--- config.mk ---
export PLATFORM = sky130hd
export DESIGN_NAME = spcr_ctrl
export DESIGN_NICKNAME = d
export VERILOG_FILES = /design/src/spcr_pkg.sv /design/src/spcr_ctrl.sv
export VERILOG_INCLUDE_DIRS = /design/src /design/src/src
export SDC_FILE = /design/constraint.sdc
export NUM_CORES = 1
export LEC_CHECK = 0
export BUFFER_PORTS_ARGS = -buffer_cell sky130_fd_sc_hd__buf_2
export CAP_MARGIN = 20
export CORE_MARGIN = 3
export CORE_UTILIZATION = 56
export DETAILED_ROUTE_END_ITERATION = 10
export PLACE_DENSITY = 0.85
export SYNTH_ARGS = -nofsm -noshare
export SYNTH_HDL_FRONTEND = slang
export SYNTH_SLANG_ARGS = --single-unit
--- constraint.sdc ---
create_clock -name i_clk -period 2.85 [get_ports i_clk]
set_input_delay 0 -clock i_clk [delete_from_list [all_inputs] [get_ports i_clk]]
set_output_delay 0 -clock i_clk [all_outputs]
set_load 0.1 [all_outputs]
--- src/sphere_pair_collision_response_macros.svh ---
// ----------------------------------------------------------------------------
// sphere pair collision response - assertion macros
// immediate-cycle and next-cycle implication checks, empty for synthesis
// ----------------------------------------------------------------------------
`ifndef SPHERE_PAIR_COLLISION_RESPONSE_MACROS_SVH
`define SPHERE_PAIR_COLLISION_RESPONSE_MACROS_SVH
`ifndef SYNTH
`define SPCR_ASSERT_NOW(lbl, clk, rst_n, ante, cons) \
    lbl: assert property (@(posedge clk) disable iff (!rst_n) (ante) |-> (cons)) \
        else $error("spcr check failed");
`define SPCR_ASSERT_NEXT(lbl, clk, rst_n, ante, cons) \
    lbl: assert property (@(posedge clk) disable iff (!rst_n) (ante) |=> (cons)) \
        else $error("spcr check failed");
`else
`define SPCR_ASSERT_NOW(lbl, clk, rst_n, ante, cons)
`define SPCR_ASSERT_NEXT(lbl, clk, rst_n, ante, cons)
`endif
`endif

--- src/spcr_pkg.sv ---
// ----------------------------------------------------------------------------
// spcr_pkg
// shared widths, command and status types and rounding helpers
// ----------------------------------------------------------------------------
package spcr_pkg;

    localparam int WORD_W    = 32;
    localparam int DIFF_W    = WORD_W + 1;
    localparam int MAG_W     = WORD_W - 1;
    localparam int REST_W    = 17;
    localparam int AXIS_FRAC = 30;
    localparam int VEL_FRAC  = 16;
    localparam int SW        = 64;
    localparam int MA_W      = 64;
    localparam int MB_W      = 40;
    localparam int NUM_W     = 96;
    localparam int DEN_W     = 64;
    localparam int RAD_W     = 68;
    localparam int SQ_STEPS  = RAD_W / 2;
    localparam int RES_W     = 128;
    localparam int REM_W     = DEN_W + 1;
    localparam int CNT_W     = $clog2(NUM_W);

    localparam logic [REST_W-1:0] REST_RESET = REST_W'(32768);
    localparam logic [REST_W-1:0] REST_ONE   = REST_W'(65536);

    typedef enum logic [1:0] {
        IT_MUL,
        IT_DIV,
        IT_SQRT
    } t_iter_op;

    typedef enum logic [3:0] {
        STEP_DSQ,
        STEP_SUMR,
        STEP_SQRT,
        STEP_AXIS,
        STEP_UA,
        STEP_UB,
        STEP_ME,
        STEP_MR,
        STEP_MDIV,
        STEP_NEWV
    } t_step;

    typedef struct packed {
        logic       load_a;
        logic       load_b;
        logic       start;
        logic       finish;
        t_step      step;
        logic [2:0] idx;
    } t_cmd;

    typedef struct packed {
        logic iter_done;
        logic hit;
        logic approach;
    } t_stat;

    // signed value rounded half up after dropping sh low bits
    function automatic logic signed [RES_W-1:0] round_shift(
        input logic signed [RES_W-1:0] v,
        input int unsigned             sh
    );
        logic signed [RES_W-1:0] half;
        logic signed [RES_W-1:0] sum;
        half = $signed(RES_W'(1) << (sh - 1));
        sum  = v + half;
        return sum >>> sh;
    endfunction

    function automatic logic signed [WORD_W-1:0] sat_word(
        input logic signed [RES_W-1:0] v
    );
        logic signed [RES_W-1:0] wmax;
        logic signed [RES_W-1:0] wmin;
        wmax = $signed((RES_W'(1) << (WORD_W - 1)) - RES_W'(1));
        wmin = -wmax - $signed(RES_W'(1));
        if (v > wmax) begin
            return wmax[WORD_W-1:0];
        end else if (v < wmin) begin
            return wmin[WORD_W-1:0];
        end
        return v[WORD_W-1:0];
    endfunction

endpackage

--- src/spcr_ctrl.sv ---
// ----------------------------------------------------------------------------
// spcr_ctrl
// sequencer for the pair computation and the two result transfers
// ----------------------------------------------------------------------------
`include "sphere_pair_collision_response_macros.svh"
module spcr_ctrl (
    input  logic            i_clk,
    input  logic            i_rst_n,
    input  logic            i_in_valid,
    output logic            o_in_stall,
    input  logic            i_second,
    output logic            o_out_valid,
    input  logic            i_out_stall,
    output logic            o_sel,
    output logic            o_last,
    output spcr_pkg::t_cmd  o_cmd,
    input  spcr_pkg::t_stat i_stat
);
    import spcr_pkg::*;

    typedef enum logic [14:0] {
        ST_IDLE   = 15'b000000000000001,
        ST_DSQ    = 15'b000000000000010,
        ST_SUMR   = 15'b000000000000100,
        ST_HIT    = 15'b000000000001000,
        ST_SQRT   = 15'b000000000010000,
        ST_AXIS   = 15'b000000000100000,
        ST_UA     = 15'b000000001000000,
        ST_UB     = 15'b000000010000000,
        ST_APPR   = 15'b000000100000000,
        ST_ME     = 15'b000001000000000,
        ST_MR     = 15'b000010000000000,
        ST_MDIV   = 15'b000100000000000,
        ST_NEWV   = 15'b001000000000000,
        ST_EMIT_A = 15'b010000000000000,
        ST_EMIT_B = 15'b100000000000000
    } t_state;

    t_state     r_state, n_state;
    logic [2:0] r_idx, n_idx;
    logic       r_wait, n_wait;
    logic       calc;
    logic       adv;

    always_comb begin
        n_state     = r_state;
        n_idx       = r_idx;
        n_wait      = r_wait;
        o_cmd       = '0;
        o_cmd.idx   = r_idx;
        o_cmd.step  = STEP_DSQ;
        calc        = 1'b0;
        o_in_stall  = r_state != ST_IDLE;
        o_out_valid = (r_state == ST_EMIT_A) || (r_state == ST_EMIT_B);
        o_sel       = r_state == ST_EMIT_B;
        o_last      = r_state == ST_EMIT_B;

        unique case (r_state)
            ST_DSQ:  begin calc = 1'b1; o_cmd.step = STEP_DSQ;  end
            ST_SUMR: begin calc = 1'b1; o_cmd.step = STEP_SUMR; end
            ST_SQRT: begin calc = 1'b1; o_cmd.step = STEP_SQRT; end
            ST_AXIS: begin calc = 1'b1; o_cmd.step = STEP_AXIS; end
            ST_UA:   begin calc = 1'b1; o_cmd.step = STEP_UA;   end
            ST_UB:   begin calc = 1'b1; o_cmd.step = STEP_UB;   end
            ST_ME:   begin calc = 1'b1; o_cmd.step = STEP_ME;   end
            ST_MR:   begin calc = 1'b1; o_cmd.step = STEP_MR;   end
            ST_MDIV: begin calc = 1'b1; o_cmd.step = STEP_MDIV; end
            ST_NEWV: begin calc = 1'b1; o_cmd.step = STEP_NEWV; end
            default: begin calc = 1'b0; end
        endcase

        adv = 1'b0;
        if (calc) begin
            if (!r_wait) begin
                o_cmd.start = 1'b1;
                n_wait      = 1'b1;
            end else if (i_stat.iter_done) begin
                o_cmd.finish = 1'b1;
                n_wait       = 1'b0;
                adv          = 1'b1;
            end
        end

        unique case (r_state)
            ST_IDLE: begin
                if (i_in_valid) begin
                    if (i_second) begin
                        o_cmd.load_b = 1'b1;
                        n_state      = ST_DSQ;
                        n_idx        = 3'd0;
                    end else begin
                        o_cmd.load_a = 1'b1;
                    end
                end
            end
            ST_DSQ: begin
                if (adv) begin
                    if (r_idx == 3'd2) begin
                        n_state = ST_SUMR;
                        n_idx   = 3'd0;
                    end else begin
                        n_idx = r_idx + 3'd1;
                    end
                end
            end
            ST_SUMR: begin
                if (adv) begin
                    n_state = ST_HIT;
                end
            end
            ST_HIT: begin
                n_state = i_stat.hit ? ST_SQRT : ST_EMIT_A;
            end
            ST_SQRT: begin
                if (adv) begin
                    n_state = ST_AXIS;
                    n_idx   = 3'd0;
                end
            end
            ST_AXIS: begin
                if (adv) begin
                    if (r_idx == 3'd2) begin
                        n_state = ST_UA;
                        n_idx   = 3'd0;
                    end else begin
                        n_idx = r_idx + 3'd1;
                    end
                end
            end
            ST_UA: begin
                if (adv) begin
                    if (r_idx == 3'd2) begin
                        n_state = ST_UB;
                        n_idx   = 3'd0;
                    end else begin
                        n_idx = r_idx + 3'd1;
                    end
                end
            end
            ST_UB: begin
                if (adv) begin
                    if (r_idx == 3'd2) begin
                        n_state = ST_APPR;
                        n_idx   = 3'd0;
                    end else begin
                        n_idx = r_idx + 3'd1;
                    end
                end
            end
            ST_APPR: begin
                n_state = i_stat.approach ? ST_ME : ST_EMIT_A;
                n_idx   = 3'd0;
            end
            ST_ME: begin
                if (adv) begin
                    n_state = ST_MR;
                end
            end
            ST_MR: begin
                if (adv) begin
                    n_state = ST_MDIV;
                end
            end
            ST_MDIV: begin
                if (adv) begin
                    if (r_idx == 3'd0) begin
                        n_state = ST_ME;
                        n_idx   = 3'd1;
                    end else begin
                        n_state = ST_NEWV;
                        n_idx   = 3'd0;
                    end
                end
            end
            ST_NEWV: begin
                if (adv) begin
                    if (r_idx == 3'd5) begin
                        n_state = ST_EMIT_A;
                        n_idx   = 3'd0;
                    end else begin
                        n_idx = r_idx + 3'd1;
                    end
                end
            end
            ST_EMIT_A: begin
                if (!i_out_stall) begin
                    n_state = ST_EMIT_B;
                end
            end
            ST_EMIT_B: begin
                if (!i_out_stall) begin
                    n_state = ST_IDLE;
                end
            end
            default: begin
                n_state = ST_IDLE;
            end
        endcase
    end

    always_ff @(posedge i_clk) begin
        if (!i_rst_n) begin
            r_state <= ST_IDLE;
            r_idx   <= 3'd0;
            r_wait  <= 1'b0;
        end else begin
            r_state <= n_state;
            r_idx   <= n_idx;
            r_wait  <= n_wait;
        end
    end

    `SPCR_ASSERT_NOW(a_stall_while_out, i_clk, i_rst_n, o_out_valid, o_in_stall)
    `SPCR_ASSERT_NOW(a_done_when_waiting, i_clk, i_rst_n, i_stat.iter_done, r_wait)
    `SPCR_ASSERT_NEXT(a_pair_ends, i_clk, i_rst_n, o_out_valid && o_last && !i_out_stall, !o_out_valid && !o_in_stall)

endmodule

==> results of run 1 <==
## report_power, final
| part | internal [mW] | switching (mW) | total [mW] |
|---|---|---|---|
| sequential | 0.282 | 0.0274 | 0.310 |
| clock | 0.0549 | 0.0941 | 0.149 |
| combinational | 0.159 | 0.427 | 0.585 |
## cells in the final DEF, fill, tap and decap left out, types with 3 or more instances in the layout
| master | count |
|---|---|
| clkbuf_4 | 5 |
| nand3_1 | 10 |
| dfxtp_1 | 19 |
| nand4b_1 | 4 |
| xnor2_1 | 4 |
| buf_2 | 18 |
| o21ai_0 | 5 |
| nor2_1 | 15 |
| buf_4 | 6 |
| and3_1 | 5 |
| inv_1 | 8 |
| nand2_1 | 12 |
| or4_1 | 5 |
| nor3_1 | 9 |
| a21oi_1 | 19 |
| nand2b_1 | 5 |
| xor2_1 | 3 |
| nor4_1 | 3 |
| o21ai_1 | 12 |
| dlygate4sd3_1 | 3 |
## area by class of cell
cell class | instances | share of cell area (%)
flip-flops and latches | 19 | 21.8
repair buffers | 31 | 11.6
inverters | 8 | 1.72
multi-input cells | 160 | 61.2
clock buffers | 4 | 1.51
well taps | 30 | 2.15
## per-layer routing
layer  vias up  global-route usage [%]  routed length [µm]
met5         -                       0                   0
met4         0                    12.3                 112
met3        18                    5.12                 313
met2        84                    45.8                2070
met1       787                    34.0                1860
li1        797                       -                   -
## flip-flops by register name, indices dropped and copies added, names as in the netlist
name / flops
r_idx: 3
r_state: 15
r_wait: 1
## kinds of logic (layout without fill, tap and decap cells)
family / count (synthesis) / in the layout / share of synthesized area, %
xor+xnor: 7 / 7 / 4.10
compound gates: 56 / 56 / 23.4
buf+inv: 20 / 43 / 6.70
flops: 19 / 19 / 25.5
simple gates: 97 / 97 / 40.4
## through the flow
stage | setup TNS (ns) | util (%) | instance area (µm²) | hold slack, ns | instances
finish | 0 | 69.7 | 1740 | 0.0504 | 252
detailed placement | 0 | 66.2 | 1650 | 0.266 | 245
global placement | 0 | 66.2 | 1650 | 0.259 | 245
floorplan | -2.24 | - | 1530 | 0.118 | 199
CTS | 0 | 68.6 | 1720 | 0.0515 | 252
global route | 0 | 69.7 | 1740 | 0.0733 | 252
## cells in the mapped netlist (all sizes together)
cell type,count,area (µm²)
o221ai,1,8.76
inv,8,30.0
or3,2,12.5
buf,8,55.1
o21ai,17,85.1
and2,2,12.5
o22ai,1,6.26
nor4b,2,17.5
nand2,12,45.0
nand3b,2,15.0
o2111ai,1,8.76
a41oi,1,8.76
or2,3,18.8
nand2b,5,31.3
a2bb2oi,1,8.76
clkbuf,4,15.0
a22o,1,8.76
nor3,10,50.1
nor3b,3,22.5
nand3,12,77.6
nor2,17,63.8
xor2,3,26.3
nor4,5,61.3
o31a,1,8.76
a21oi,20,100
or3b,2,20.0
nand4b,4,35.0
a31oi,2,12.5
or4,6,48.8
o21a,1,7.51
and3,5,31.3
a211o,1,8.76
nand4,2,12.5
or4b,1,10.0
o211ai,1,7.51
and4,2,17.5
o311ai,2,17.5
xnor2,4,35.0
a211oi,2,15.0
a21boi,1,11.3
o32ai,2,25.0
dfxtp,19,380
## worst register-to-register path, cell delays in order (launching register included)
cell and delay [ns]:
dfxtp_1 0.44, nor4_4 0.36, buf_4 0.21, nand4b_1 0.27, a31oi_1 0.29, o311ai_0 0.17, a21oi_1 0.41, nor4b_1 0.27
o21a_1 0.13
## timing repair
| item | in CTS | in global routing |
|---|---|---|
| endpoints found under the hold margin | 4 | 0 |
| setup buffers | 0 | 0 |
| resized for setup | 2 | 6 |
| endpoints found under the setup margin | 2 | 3 |
| pin swaps | 0 | 0 |
| hold buffers | 3 | 0 |
## worst paths after layout
path / endpoint / startpoint / depth (start not counted)
setup / recovery: o_cmd[5] / r_state[8]$_SDFFE_PN0P_ / 6
hold / removal: r_state[13]$_SDFFE_PN0P_ / i_stat[0] / 4
setup reg to reg: r_idx[1]$_SDFFE_PN0P_ / r_state[8]$_SDFFE_PN0P_ / 8
hold reg to reg: r_state[1]$_SDFFE_PN0P_ / r_state[1]$_SDFFE_PN0P_ / 2
==> qor.yml, run 1 <==
timing:
  finalCritPeriodShare_pct: 95.1
  worstMarginPinSlew_ns: 0.568
  clock-skew-final_ns: 0.00291
  slew_headroom_pct: 62.1
  fin_ws_ns: 0.139
  fmax_mhz: 369
  drv_slew: 0
  rsz0062_at_grt: "false"
  final.min_clock_period_ns: 2.71
  setup_violations: 0
  hold_viol_final: 0
detailed_routing:
  drt-total-wl_mm: 4.36
  dr.pass1.iters: 6
  wl_per_cell_um: 17.3
  via_count: 1686
  drtIter0Drc: 152
  viasPerCell: 6.69
  drtAntennaViolNets: 0
  drcViolationCount: 0
setup_path:
  arrival_ns: 2.71
  crit_family: "simple AND/OR/NAND/NOR gates"
  critical_path.endpoint_type: "output pin"
  crit_buf_inv: 2
  crit_fanout: 7
  cpMaxStageDelayCell: "dfxtp_1"
  worstSetupPathType: "reg -> out"
  crit_required_ns: 2.85
  critPathLaunchType: "register"
  crit_chain: "nor4_4 -> buf_4 -> nand4b_1 -> or2_2 -> o32ai_1 -> clkbuf_4"
  rrSetupSlack_ns: 0.25
  slowest_delay_ns: 0.44
global_route:
  grtUsageTotal_pct: 27.4
  antenna_found_initial: 0
  grt_pass1_wl_mm: 7.09
  grt_max_degree: 18
  overflow: 0
  grt_pass1_vias: 1542
floorplanning:
  core_um2: 2500
  die_x_um: 57.7
  num_rows: 18
  die_h_um: 57.7
  die-area_um2: 3320
  io_pins: 23
  initial_utilization_pct: 59.8
yosys:
  avgSynthCellArea_um2: 7.51
  synth_seq_area_share_pct: 25.5
  netlist_area_um2: 1490
  yosysUniqueCellTypes: 52
  synth_seq_cells: 19
  synth_cells: 199
  synth_nets: 207
  yosys_warnings: 0
clock_network:
  clk_latency_ns: 0.32
  cts_tree: "done"
  clock_path_buffers: 2
  cts_made_buffers: 3
  htreeDepth: 1
  clkTransAtPathRegs_ns: 0.11
  clock-sinks: 19
  cts-root-buf: "clkbuf_4"
placement:
  dp_slack_ns: 0.239
  routabilityCongestion: 0.990
  portBuffers: 22
  dp.final_hpwl_mm: 3.15
job:
  cap_viol_max_count: 0
layout:
  multi_input_area_um2: 1070
  antenna_cells_inserted: 0
  syn_to_final_growth_pct: 16.7
  fin_nets: 231
  num-fill-cells: 211
  seq_area_um2: 380
  drive_gt1_share_pct: 21.2
hold_path:
  hp-class: "in -> reg"
pwr:
  p_leak_nw: 0.657
  cellPowerDensity_nw_per_um2: 599
  ir_worst_vdd_mv: 0.723
  power_mw: 1.04
status:
  status: "completed"
Power figures use the tool's default switching activity.
==> inputs of run 2 (changes only) <==
--- a/config.mk
+++ b/config.mk
@@ -8,8 +8,8 @@
 export LEC_CHECK = 0
 export BUFFER_PORTS_ARGS = -buffer_cell sky130_fd_sc_hd__buf_2
 export CAP_MARGIN = 20
-export CORE_MARGIN = 3
 export CORE_UTILIZATION = 56
+export CTS_BUF_LIST = sky130_fd_sc_hd__clkbuf_16
 export DETAILED_ROUTE_END_ITERATION = 10
 export PLACE_DENSITY = 0.85
 export SYNTH_ARGS = -nofsm -noshare
==> run 2 against run 1 <==
Power grew 12%; sequential share of layout area grew 0.25 points; global-route usage grew 5.1 points; largest power group unchanged; highest routed layer unchanged; utilization shrank 0.80 points; combinational power shrank 2%; die area shrank 13%; first-iteration DRC count shrank 32%; critical path type unchanged; clock power grew 95%.
==> qor.yml, run 2 (synthesis gave the netlist of run 1 again) <==
clock_network:
  clock_path_buffers: 2
  cts_setup_buffers: 0
  cts_made_buffers: 3
  hold_buffers: 0
  clk_latency_ns: 0.25
  clkTransAtPathRegs_ns: 0.05
  clock-sinks: 19
  cts-root-buf: "clkbuf_16"
  cts_tree: "done"
  htreeDepth: 1
  cts.repair.resized: 0
placement:
  placed_area_um2: 1640
  portBuffers: 22
  routabilityCongestion: 0.922
  dp.final_hpwl_mm: 2.98
hold_path:
  hp-class: "in -> reg"
  worstHoldStart: "i_rst_n"
  holdPathEnd: "r_idx[1]$_SDFFE_PN0P_"
  whs_path_depth: 2
floorplanning:
  num_rows: 18
  die_x_um: 53.7
  die_h_um: 53.7
  die-area_um2: 2880
  core_um2: 2500
  initial_utilization_pct: 59.8
  io_pins: 23
global_route:
  antenna_found_initial: 0
  grt_pass1_wl_mm: 6.67
  overflow: 0
  grt_pass1_vias: 1457
  grtUsageTotal_pct: 32.4
  grt_max_degree: 18
timing:
  final.min_clock_period_ns: 2.71
  fin_hold_ws_ns: 0.00193
  drv_slew: 0
  worstMarginPinSlew_ns: 0.543
  rsz0062_at_grt: "false"
  fmax_mhz: 369
  slew_headroom_pct: 63.7
  hold_viol_final: 0
  setup_violations: 0
  clock-skew-final_ns: 0.00178
  finalCritPeriodShare_pct: 95.0
setup_path:
  critical_path.endpoint_type: "output pin"
  arrival_ns: 2.71
  r2r_end: "r_state[12]$_SDFFE_PN0P_"
  crit_required_ns: 2.85
  rrSetupSlack_ns: 0.23
  critPathLaunchType: "register"
  worstReg2RegStart: "r_state[7]$_SDFFE_PN0P_"
  r2r_cells: 8
  crit_fanout: 10
  worstSetupPathType: "reg -> out"
pwr:
  cellPowerDensity_nw_per_um2: 679
  p_leak_nw: 0.658
  ir_worst_vdd_mv: 0.830
layout:
  regMostFlops: "r_state"
  final_cell_mix: "a21oi_1 (20), buf_2 (20), dfxtp_1 (19)"
  postLayoutCellArea_um2: 1720
  syn_to_final_growth_pct: 15.3
  largest_reg_flops: 15
  top_regs: "r_state x15, r_idx x3, r_wait x1"
  fin_nets: 226
  drive_gt1_share_pct: 20.3
  antenna_cells_inserted: 0
detailed_routing:
  drcViolationCount: 0
  via_count: 1658
  dr.pass1.iters: 4
  drtAntennaViolNets: 0
  drtIter0Drc: 103
  viasPerCell: 6.71
  drt-total-wl_mm: 4.11
  wl_per_cell_um: 16.6
job:
  cap_viol_max_count: 0
status:
  status: "completed"
run 2: layout make-up:
| class | instances | area, µm² |
|---|---|---|
| flip-flops and latches | 19 | 380 |
| clock buffers | 3 | 75.1 |
| repair buffers | 26 | 145 |
| inverters | 8 | 30.0 |
| fillers | 219 | 777 |
| well taps | 30 | 37.5 |
| clock inverters | 1 | 3.75 |
| multi-input cells | 160 | 1050 |
run 2: worst max path at each step:
stage	from	end	depth (start not counted)
CTS	r_state[5]$_SDFFE_PN0P_	o_cmd[7]	7
floorplan	r_state[8]$_SDFFE_PN0P_	o_cmd[5]	5
global placement	r_state[7]$_SDFFE_PN0P_	r_state[12]$_SDFFE_PN0P_	8
finish	r_state[5]$_SDFFE_PN0P_	o_cmd[7]	7
detailed placement	r_state[7]$_SDFFE_PN0P_	r_state[12]$_SDFFE_PN0P_	8
global route	r_state[5]$_SDFFE_PN0P_	o_cmd[7]	7
run 2: metrics by stage:
step	util, %	total power [mW]	cells	TNS (ns)	worst slack, ns
after global placement	65.6	0.860	243	0	0.341
after detailed placement	65.6	0.868	243	0	0.298
after floorplan	-	0.776	199	-2.24	-0.860
after global routing	68.9	1.21	247	0	0.00371
after CTS	68.7	1.16	247	0	0.0632
final	68.9	1.17	247	0	0.142
run 2: power breakdown:
part / internal (mW) / total [mW] / switching, mW
logic: 0.151 / 0.571 / 0.420
registers: 0.283 / 0.308 / 0.0254
clock network: 0.187 / 0.291 / 0.104
run 2: worst max-delay path: stages, from the launching register on:
cell,delay [ns]
dfxtp_1,0.53
or4b_1,0.54
o31a_1,0.17
o32ai_2,0.26
a21oi_1,0.21
and2_1,0.27
nor2_4,0.13
clkbuf_4,0.33
run 2: per-layer routing:
metal	vias up	wire, µm	track usage [%]
met1	758	1810	44.0
met5	-	0	0
li1	791	-	-
met4	0	157	17.5
met3	19	301	5.65
met2	90	1830	48.3
